$ cat src/tmr_pkg.sv
`timescale 1ns / 1ps

package tmr_pkg;

   // Request kinds carried by the input channel.
   localparam logic [1:0] REQ_TICK  = 2'd0;
   localparam logic [1:0] REQ_READ  = 2'd1;
   localparam logic [1:0] REQ_WRITE = 2'd2;

   // Register map.
   localparam logic [3:0] REG_CTRL    = 4'd0;
   localparam logic [3:0] REG_STATUS  = 4'd1;
   localparam logic [3:0] REG_EVENT   = 4'd2;
   localparam logic [3:0] REG_CMPMODE = 4'd3;
   localparam logic [3:0] REG_OUTEN   = 4'd4;
   localparam logic [3:0] REG_MAINOUT = 4'd5;
   localparam logic [3:0] REG_COUNT   = 4'd6;
   localparam logic [3:0] REG_PRESC   = 4'd7;
   localparam logic [3:0] REG_RELOAD  = 4'd8;
   localparam logic [3:0] REG_COMPARE = 4'd9;

   // Compare channel modes (low three bits of the mode register).
   localparam logic [2:0] MODE_FORCE_LOW  = 3'b100;
   localparam logic [2:0] MODE_FORCE_HIGH = 3'b101;
   localparam logic [2:0] MODE_PWM1       = 3'b110;
   localparam logic [2:0] MODE_PWM2       = 3'b111;

   localparam int MODE_PRELOAD_BIT = 3;
   localparam int MOE_BIT          = 15;

   typedef struct packed {
      logic [1:0]  kind;
      logic [3:0]  index;
      logic [15:0] data;
   } item_type;

   typedef struct packed {
      logic [15:0] read_data;
      logic        pwm_out;
      logic        update_flag;
   } result_type;

endpackage

$ cat src/tmr_channels.sv
`timescale 1ns / 1ps

interface tmr_req_if;
   logic        valid;
   logic        ready;
   logic [1:0]  req_type;
   logic [3:0]  reg_index;
   logic [15:0] write_data;

   modport source (output valid, output req_type, output reg_index, output write_data,
                   input ready);
   modport sink   (input valid, input req_type, input reg_index, input write_data,
                   output ready);
endinterface

interface tmr_rsp_if;
   logic        valid;
   logic        ready;
   logic [15:0] read_data;
   logic        pwm_out;
   logic        update_flag;

   modport source (output valid, output read_data, output pwm_out, output update_flag,
                   input ready);
   modport sink   (input valid, input read_data, input pwm_out, input update_flag,
                   output ready);
endinterface

$ cat src/timer_with_pwm_compare.sv
`timescale 1ns / 1ps

// General-purpose up-counting timer with one PWM compare channel.
// The request channel carries one item per transfer: a clock tick, a register
// read or a register write (type, register index, write data). Every request
// produces exactly one response transfer carrying the read data (zero unless
// the item was a read), the PWM pin level and the update flag as they stand
// after that item.
// A request is held in an input register, from which the core applies it to
// the timer state; the response is then held in an output register. The
// response reaches the output register only after the request has passed
// through the input register, and can be taken once it is there.
// Throughput is one item per cycle while the receiver takes the responses;
// the core works each item on the state left by the previous item.
// When the receiver stalls, the response stays in the output register and the
// input register keeps one further request; the request channel drops ready
// only once both are occupied and the response is still not taken.
// Synchronous reset empties both registers and returns the timer to its reset
// state: counter stopped at zero, reload all ones, outputs disabled.
module timer_with_pwm_compare
   import tmr_pkg::*;
#(
   parameter int COUNTER_WIDTH = 16
) (
   input logic      clock,
   input logic      reset,
   tmr_req_if.sink   req_chan,
   tmr_rsp_if.source rsp_chan
);

   logic       in_valid_ff, in_valid_in;
   item_type   item_ff;
   logic       out_valid_ff, out_valid_in;
   result_type result_ff;
   result_type core_result;
   logic       advance;
   logic       req_fire;
   logic       core_fire;

   assign advance   = !out_valid_ff || rsp_chan.ready;
   assign core_fire = in_valid_ff && advance;
   assign req_chan.ready = !in_valid_ff || advance;
   assign req_fire  = req_chan.valid && req_chan.ready;

   assign in_valid_in  = req_fire ? 1'b1 : (advance ? 1'b0 : in_valid_ff);
   assign out_valid_in = advance ? in_valid_ff : out_valid_ff;

   tmr_core #(
      .COUNTER_WIDTH(COUNTER_WIDTH)
   ) u_core (
      .clock  (clock),
      .reset  (reset),
      .fire   (core_fire),
      .item   (item_ff),
      .result (core_result)
   );

   always_ff @(posedge clock) begin
      if (reset) begin
         in_valid_ff  <= 1'b0;
         out_valid_ff <= 1'b0;
      end else begin
         in_valid_ff  <= in_valid_in;
         out_valid_ff <= out_valid_in;
      end
   end

   always_ff @(posedge clock) begin
      if (req_fire) begin
         item_ff <= {req_chan.req_type, req_chan.reg_index, req_chan.write_data};
      end
      if (core_fire) begin
         result_ff <= core_result;
      end
   end

   assign rsp_chan.valid       = out_valid_ff;
   assign rsp_chan.read_data   = result_ff.read_data;
   assign rsp_chan.pwm_out     = result_ff.pwm_out;
   assign rsp_chan.update_flag = result_ff.update_flag;

   // An accepted request is always held in the input register next cycle.
   a_accept_held: assert property (@(posedge clock) disable iff (reset)
      req_fire |=> in_valid_ff)
      else $error("accepted request lost from the input register");

   // A held request moves on only into a free or draining output register.
   a_no_overwrite: assert property (@(posedge clock) disable iff (reset)
      (out_valid_ff && !rsp_chan.ready) |=> (out_valid_ff && $stable(result_ff)))
      else $error("pending response overwritten");

   // A forced update event must show a set update flag in its response.
   a_forced_update: assert property (@(posedge clock) disable iff (reset)
      (core_fire && item_ff.kind == REQ_WRITE && item_ff.index == REG_EVENT
       && item_ff.data[0]) |=> (out_valid_ff && result_ff.update_flag))
      else $error("forced update did not set the update flag");

   // Without any request held, no new response may appear.
   a_no_invented: assert property (@(posedge clock) disable iff (reset)
      (!in_valid_ff && !out_valid_ff) |=> !out_valid_ff)
      else $error("response produced without a request");

endmodule

$ cat src/tmr_core.sv
`timescale 1ns / 1ps

module tmr_core
   import tmr_pkg::*;
#(
   parameter int COUNTER_WIDTH = 16
) (
   input  logic       clock,
   input  logic       reset,
   input  logic       fire,
   input  item_type   item,
   output result_type result
);

   localparam logic [COUNTER_WIDTH-1:0] CNT_ONE = COUNTER_WIDTH'(1);

   logic [COUNTER_WIDTH-1:0] counter_ff, counter_in;
   logic [15:0]              presc_count_ff, presc_count_in;
   logic [15:0]              presc_preload_ff, presc_preload_in;
   logic [15:0]              presc_active_ff, presc_active_in;
   logic [COUNTER_WIDTH-1:0] reload_ff, reload_in;
   logic [COUNTER_WIDTH-1:0] cmp_preload_ff, cmp_preload_in;
   logic [COUNTER_WIDTH-1:0] cmp_active_ff, cmp_active_in;
   logic                     enable_ff, enable_in;
   logic [3:0]               mode_ff, mode_in;
   logic [1:0]               outen_ff, outen_in;
   logic                     flag_ff, flag_in;
   logic                     ref_ff, ref_in;

   logic [COUNTER_WIDTH-1:0] data_cnt;
   logic [15:0]              read_value;
   logic                     update;
   logic                     below;

   assign data_cnt = COUNTER_WIDTH'(item.data);

   always_comb begin
      counter_in       = counter_ff;
      presc_count_in   = presc_count_ff;
      presc_preload_in = presc_preload_ff;
      presc_active_in  = presc_active_ff;
      reload_in        = reload_ff;
      cmp_preload_in   = cmp_preload_ff;
      cmp_active_in    = cmp_active_ff;
      enable_in        = enable_ff;
      mode_in          = mode_ff;
      outen_in         = outen_ff;
      flag_in          = flag_ff;
      update           = 1'b0;
      read_value       = 16'd0;

      if (item.kind == REQ_TICK) begin
         if (enable_ff) begin
            if (presc_count_ff >= presc_active_ff) begin
               presc_count_in = 16'd0;
               if (counter_ff >= reload_ff) begin
                  counter_in = '0;
                  update     = 1'b1;
               end else begin
                  counter_in = counter_ff + CNT_ONE;
               end
            end else begin
               presc_count_in = presc_count_ff + 16'd1;
            end
         end
      end else if (item.kind == REQ_READ) begin
         unique case (item.index)
            REG_CTRL:    read_value = {15'd0, enable_ff};
            REG_STATUS:  read_value = {15'd0, flag_ff};
            REG_CMPMODE: read_value = {12'd0, mode_ff};
            REG_OUTEN:   read_value = {15'd0, outen_ff[0]};
            REG_MAINOUT: read_value = {outen_ff[1], 15'd0};
            REG_COUNT:   read_value = 16'(counter_ff);
            REG_PRESC:   read_value = presc_preload_ff;
            REG_RELOAD:  read_value = 16'(reload_ff);
            REG_COMPARE: read_value = 16'(cmp_preload_ff);
            default:     read_value = 16'd0;
         endcase
      end else if (item.kind == REQ_WRITE) begin
         unique case (item.index)
            REG_CTRL:    enable_in = item.data[0];
            REG_STATUS:  flag_in = flag_ff & item.data[0];
            REG_EVENT: begin
               if (item.data[0]) begin
                  counter_in     = '0;
                  presc_count_in = 16'd0;
                  update         = 1'b1;
               end
            end
            REG_CMPMODE: mode_in = item.data[3:0];
            REG_OUTEN:   outen_in[0] = item.data[0];
            REG_MAINOUT: outen_in[1] = item.data[MOE_BIT];
            REG_COUNT:   counter_in = data_cnt;
            REG_PRESC:   presc_preload_in = item.data;
            REG_RELOAD:  reload_in = data_cnt;
            REG_COMPARE: begin
               cmp_preload_in = data_cnt;
               if (!mode_ff[MODE_PRELOAD_BIT]) begin
                  cmp_active_in = data_cnt;
               end
            end
            default: ;
         endcase
      end

      // An update event loads the shadow copies from the preload registers and sets the update flag.
      if (update) begin
         presc_active_in = presc_preload_ff;
         cmp_active_in   = cmp_preload_ff;
         flag_in         = 1'b1;
      end

      // The reference level follows the state as it stands after this item.
      below  = counter_in < cmp_active_in;
      ref_in = ref_ff;
      unique case (mode_in[2:0])
         MODE_PWM1:       ref_in = below;
         MODE_PWM2:       ref_in = ~below;
         MODE_FORCE_LOW:  ref_in = 1'b0;
         MODE_FORCE_HIGH: ref_in = 1'b1;
         default:         ref_in = ref_ff;
      endcase
   end

   assign result.read_data   = read_value;
   assign result.pwm_out     = (outen_in == 2'b11) & ref_in;
   assign result.update_flag = flag_in;

   always_ff @(posedge clock) begin
      if (reset) begin
         counter_ff       <= '0;
         presc_count_ff   <= 16'd0;
         presc_preload_ff <= 16'd0;
         presc_active_ff  <= 16'd0;
         reload_ff        <= '1;
         cmp_preload_ff   <= '0;
         cmp_active_ff    <= '0;
         enable_ff        <= 1'b0;
         mode_ff          <= 4'd0;
         outen_ff         <= 2'b00;
         flag_ff          <= 1'b0;
         ref_ff           <= 1'b0;
      end else if (fire) begin
         counter_ff       <= counter_in;
         presc_count_ff   <= presc_count_in;
         presc_preload_ff <= presc_preload_in;
         presc_active_ff  <= presc_active_in;
         reload_ff        <= reload_in;
         cmp_preload_ff   <= cmp_preload_in;
         cmp_active_ff    <= cmp_active_in;
         enable_ff        <= enable_in;
         mode_ff          <= mode_in;
         outen_ff         <= outen_in;
         flag_ff          <= flag_in;
         ref_ff           <= ref_in;
      end
   end

endmodule

$ cat src/flat_wrapper.sv
// flat-port wrapper written by rule: the top's interface ports become plain ports
module timer_with_pwm_compare_flat import tmr_pkg::*;
#(
   parameter int COUNTER_WIDTH = 16
)
  (clock, reset, req_chan_valid, req_chan_req_type, req_chan_reg_index, req_chan_write_data, req_chan_ready, rsp_chan_valid, rsp_chan_read_data, rsp_chan_pwm_out, rsp_chan_update_flag, rsp_chan_ready);
  tmr_req_if req_chan_i ();
  tmr_rsp_if rsp_chan_i ();
  input logic clock;
  input logic reset;
  input wire logic [$bits(req_chan_i.valid)-1:0] req_chan_valid;
  input wire logic [$bits(req_chan_i.req_type)-1:0] req_chan_req_type;
  input wire logic [$bits(req_chan_i.reg_index)-1:0] req_chan_reg_index;
  input wire logic [$bits(req_chan_i.write_data)-1:0] req_chan_write_data;
  output wire logic [$bits(req_chan_i.ready)-1:0] req_chan_ready;
  output wire logic [$bits(rsp_chan_i.valid)-1:0] rsp_chan_valid;
  output wire logic [$bits(rsp_chan_i.read_data)-1:0] rsp_chan_read_data;
  output wire logic [$bits(rsp_chan_i.pwm_out)-1:0] rsp_chan_pwm_out;
  output wire logic [$bits(rsp_chan_i.update_flag)-1:0] rsp_chan_update_flag;
  input wire logic [$bits(rsp_chan_i.ready)-1:0] rsp_chan_ready;
  assign req_chan_i.valid = req_chan_valid;
  assign req_chan_i.req_type = req_chan_req_type;
  assign req_chan_i.reg_index = req_chan_reg_index;
  assign req_chan_i.write_data = req_chan_write_data;
  assign req_chan_ready = req_chan_i.ready;
  assign rsp_chan_valid = rsp_chan_i.valid;
  assign rsp_chan_read_data = rsp_chan_i.read_data;
  assign rsp_chan_pwm_out = rsp_chan_i.pwm_out;
  assign rsp_chan_update_flag = rsp_chan_i.update_flag;
  assign rsp_chan_i.ready = rsp_chan_ready;
  timer_with_pwm_compare #(.COUNTER_WIDTH(COUNTER_WIDTH)) u_core (.clock(clock), .reset(reset), .req_chan(req_chan_i), .rsp_chan(rsp_chan_i));
endmodule
$ cat config.mk
export PLATFORM = sky130hd
export DESIGN_NAME = timer_with_pwm_compare_flat
export DESIGN_NICKNAME = d
export VERILOG_FILES = /design/src/tmr_pkg.sv /design/src/tmr_channels.sv /design/src/timer_with_pwm_compare.sv /design/src/tmr_core.sv /design/src/flat_wrapper.sv
export SDC_FILE = /design/constraint.sdc
export NUM_CORES = 1
export LEC_CHECK = 0
export BUFFER_PORTS_ARGS = -buffer_cell sky130_fd_sc_hd__buf_4
export CORE_ASPECT_RATIO = 0.75
export CORE_UTILIZATION = 35
export DETAILED_ROUTE_END_ITERATION = 12
export SYNTH_ARGS = -nofsm -noshare
export SYNTH_HDL_FRONTEND = slang
export SYNTH_SLANG_ARGS = --single-unit
$ cat constraint.sdc
create_clock -name clock -period 4.4 [get_ports clock]
set_clock_uncertainty 0.15 [all_clocks]
set_input_delay 0.88 -clock clock [delete_from_list [all_inputs] [get_ports clock]]
set_output_delay 0.88 -clock clock [all_outputs]
set_load 0.005 [all_outputs]
==> reports/metrics.cfg <==
[die]
coreArea_sq_mm=0.0242
initial_core_util_pct=36.0
die_y_um=139
rows=49
die_area_sq_mm=0.0255
io_pins=46
die_w_um=184

[synth]
synth_edf_count=40
synth_flop_cell=dfxtp_1
yosysWarnings=0
synth_cell_types=64
syn-cell-area_sq_mm=0.00871
syn_avg_cell_area_sq_um=8.29
syn_nets=1126
yosysSeqAreaShare_pct=42.0
synthCells=1051
ys_seq_elements=163
synthArstFlopShare_pct=0

[clock_tree]
clkTransAtPathRegs_ns=0.07
insertion_delay_ns=0.44
clock_path_buffers=2
clock_sinks=163
root_buffer=clkbuf_16
htree_levels=4
cts_buffers=17
cts_tree=built

[hold_path]
hold_depth=2
hold_class=reg -> reg

[worst_setup_path]
critPathArrivalTime_ns=4.44
r2r_cells=19
crit_fanout=3
slowest_stage=a2111o_1
slowest_delay_ns=0.44
critPathKind=reg -> reg
crit_path_end_kind=register
startpoint_type=register
cp_cell_sequence=inv_2 > ha_4 > nand2b_4 > a2111o_1 > a211oi_4 > o21a_1 > nor2_1 > nand4_1 > mux2i_1 > a21oi_1 > nor2_1 > ha_1 > a21o_1 > a2111oi_4 > o311ai_4 > a31oi_4 > nor2_1 > a31oi_1 > nand2_2
worstPathRequired_ns=4.44
path_common_cell=nor2_1

[power_and_ir_drop]
power.density_mw_per_mm2=328
total_power_mw=3.50
ir_drop_uv=277
p_leak_nw=4.18

[detailed_routing]
post_drt_wl_per_cell_um=18.6
antenna_left=0
routed_via_density=5.44
drcViolationCount=0
wl_um=27300
dr.first_iter.drc_count=669
num_vias=7984
drtPass1Iterations=7

[timing]
hold_viol_final=0
fin_ws_ns=0.00610
rsz0062_at_grt=yes
slew_headroom_pct=24.5
min_period_over_period_pct=99.9
setup-violations-final=0
fin_crit_ns=4.39
setup_tns_ns=0
worstMarginPinSlew_ns=1.13
fmax_ghz=0.228
finalMaxSlewViolations=0
fin_hold_ws_ns=0.305

[finish]
layout-drive-gt1-share_pct=17.0
antenna_cells=0
multi_input_area_sq_mm=0.00485
finalNonFillerCells=1467
areaGrowthSynthToFinish_pct=22.4
regArea_sq_mm=0.00366
layout.nets=1198
fillers=2383

[global_routing]
grt_pass1_wl_um=42100
antenna_found_initial=0
grt_usage_pct=21.7
grt_pass1_vias=7188
grt_max_degree=58
overflow=0

[placed_design]
gp_congestion=0.968
place_worst_setup_slack_ns=-0.126
dp_hpwl_um=19700
portBuffers=45
dp.cells=1428

[run_status]
status=complete, no violations

[run]
cap_violations=0

## sequential cells by signal (all words and copies together), names as in the netlist
signal and cells:
u_core.rsp_chan.valid 1, u_core.u_core.cmp_active_ff 16, u_core.u_core.counter_ff 16, u_core.rsp_chan.read_data 16
u_core.u_core.reload_ff 16, u_core.u_core.cmp_preload_ff 16, u_core.in_valid_ff 1, u_core.u_core.mode_ff 4
u_core.rsp_chan.update_flag 1, u_core.u_core.presc_count_ff 16, u_core.u_core.flag_ff 1, u_core.u_core.presc_active_ff 16
u_core.u_core.enable_ff 1, u_core.rsp_chan.pwm_out 1, u_core.u_core.ref_ff 1, u_core.u_core.outen_ff 2
u_core.item_ff 22, u_core.u_core.presc_preload_ff 16
## what timing repair did
item                                    in CTS  in global routing
endpoints found under the setup margin       2                  2
buffers inserted                             1                  6
resized for setup                           17                 28
hold buffers                                 0                  0
pin swaps                                   10                 19
## metal layers
layer | share of wire, % | vias to the layer above | track usage [%]
li1 | - | 3868 | -
met1 | 49 | 3770 | 33.0
met2 | 42 | 312 | 30.5
met3 | 7.1 | 34 | 4.04
met4 | 1.6 | 0 | 6.40
met5 | 0 | - | 0
## Yosys cell counts, types with 10 or more instances
| cell type | number | area share, % |
|---|---|---|
| nand2b_1 | 21 | 1.5 |
| and3_1 | 16 | 1.1 |
| edfxtp_1 | 40 | 14 |
| ha_1 | 49 | 7.0 |
| a31oi_1 | 15 | 1.1 |
| nor2b_1 | 10 | 0.72 |
| o21ai_0 | 38 | 2.2 |
| mux2i_1 | 24 | 2.8 |
| a22oi_1 | 31 | 2.7 |
| nand2_1 | 216 | 9.3 |
| a21oi_1 | 117 | 6.7 |
| clkbuf_1 | 55 | 2.4 |
| nor2_1 | 71 | 3.1 |
| inv_1 | 40 | 1.7 |
| nand3_1 | 25 | 1.4 |
| o211ai_1 | 16 | 1.4 |
| xor2_1 | 10 | 1.0 |
| dfxtp_1 | 123 | 28 |
| nand4_1 | 12 | 0.86 |
## where the power goes
part	total [mW]	switching, mW	internal [mW]
clock	1.65	0.653	0.993
combinational	0.260	0.154	0.106
sequential	1.60	0.0350	1.56
total	3.50	0.842	2.66
## stage by stage
step | util, % | instance area [sq um]
5_1_grt | 44.0 | 10700
3_5_place_dp | 40.1 | 9720
2_1_floorplan | - | 8710
3_3_place_gp | 40.1 | 9720
6_report | 44.0 | 10700
4_1_cts | 43.3 | 10500
## path summary, 6_finish.rpt
check	startpoint	to	slack [ns]
max	u_core.u_core.presc_count_ff[0]	u_core.rsp_chan.pwm_out	0.006
min	u_core.u_core.cmp_active_ff[0]	u_core.u_core.cmp_active_ff[0]	0.30
max reg2reg	u_core.u_core.presc_count_ff[0]	u_core.rsp_chan.pwm_out	0.006
min reg2reg	u_core.u_core.cmp_active_ff[0]	u_core.u_core.cmp_active_ff[0]	0.30
## worst max-delay path: cells and delay by family, from the launching register on
family	cells	cell delay (ns)
adder cells (fa/ha/maj)	2	0.52
buffers and inverters	1	0.05
AND/OR/NAND/NOR	6	0.62
AO/OA/AOI/OAI	9	2.28
flip-flops	1	0.34
multiplexers	1	0.19
## cells in the final DEF (no fill, tap or decap), types with 3 or more instances in the layout
master	count
buf_6	3
dfxtp_1	122
a221oi_1	5
edfxtp_1	40
and3_1	15
a221oi_2	3
nand3_1	24
nand2_1	213
or3_1	6
nor2b_1	10
a211oi_1	6
nor2_1	69
xor2_1	10
nand2b_1	20
a2bb2oi_1	3
o211ai_1	16
xnor2_1	5
a21oi_1	115
ha_1	47
a31o_2	3
nand4_1	12
a22oi_1	31
mux2i_1	24
nand2_2	3
mux2_2	4
clkbuf_16	21
o31ai_1	6
o21ai_1	6
o21ai_0	34
a31oi_1	13
and2_1	7
o21ai_4	3
nor3b_1	6
nand4b_1	3
nor3_1	8
inv_1	38
buf_4	116
and4_1	3
a21o_1	5
## logic make-up after synthesis
| logic type | share of synthesized area (%) |
|---|---|
| xor gates and xnor gates | 1.51 |
| AOI/OAI and AO/OA | 19.7 |
| muxes | 3.40 |
| DFF | 42.0 |
| and+or+nand+nor | 21.5 |
| adders and majority gates | 7.04 |
| buffers and inverters | 4.78 |
## layout make-up
type,count,area share [%]
multi-input cells,781,45.5
flip-flops and latches,163,34.4
repair buffers,120,8.67
clock buffers,24,5.13
well taps,331,3.88
inverters,40,1.41
clock inverters,8,1.01
(Power assumes the default switching activity.)
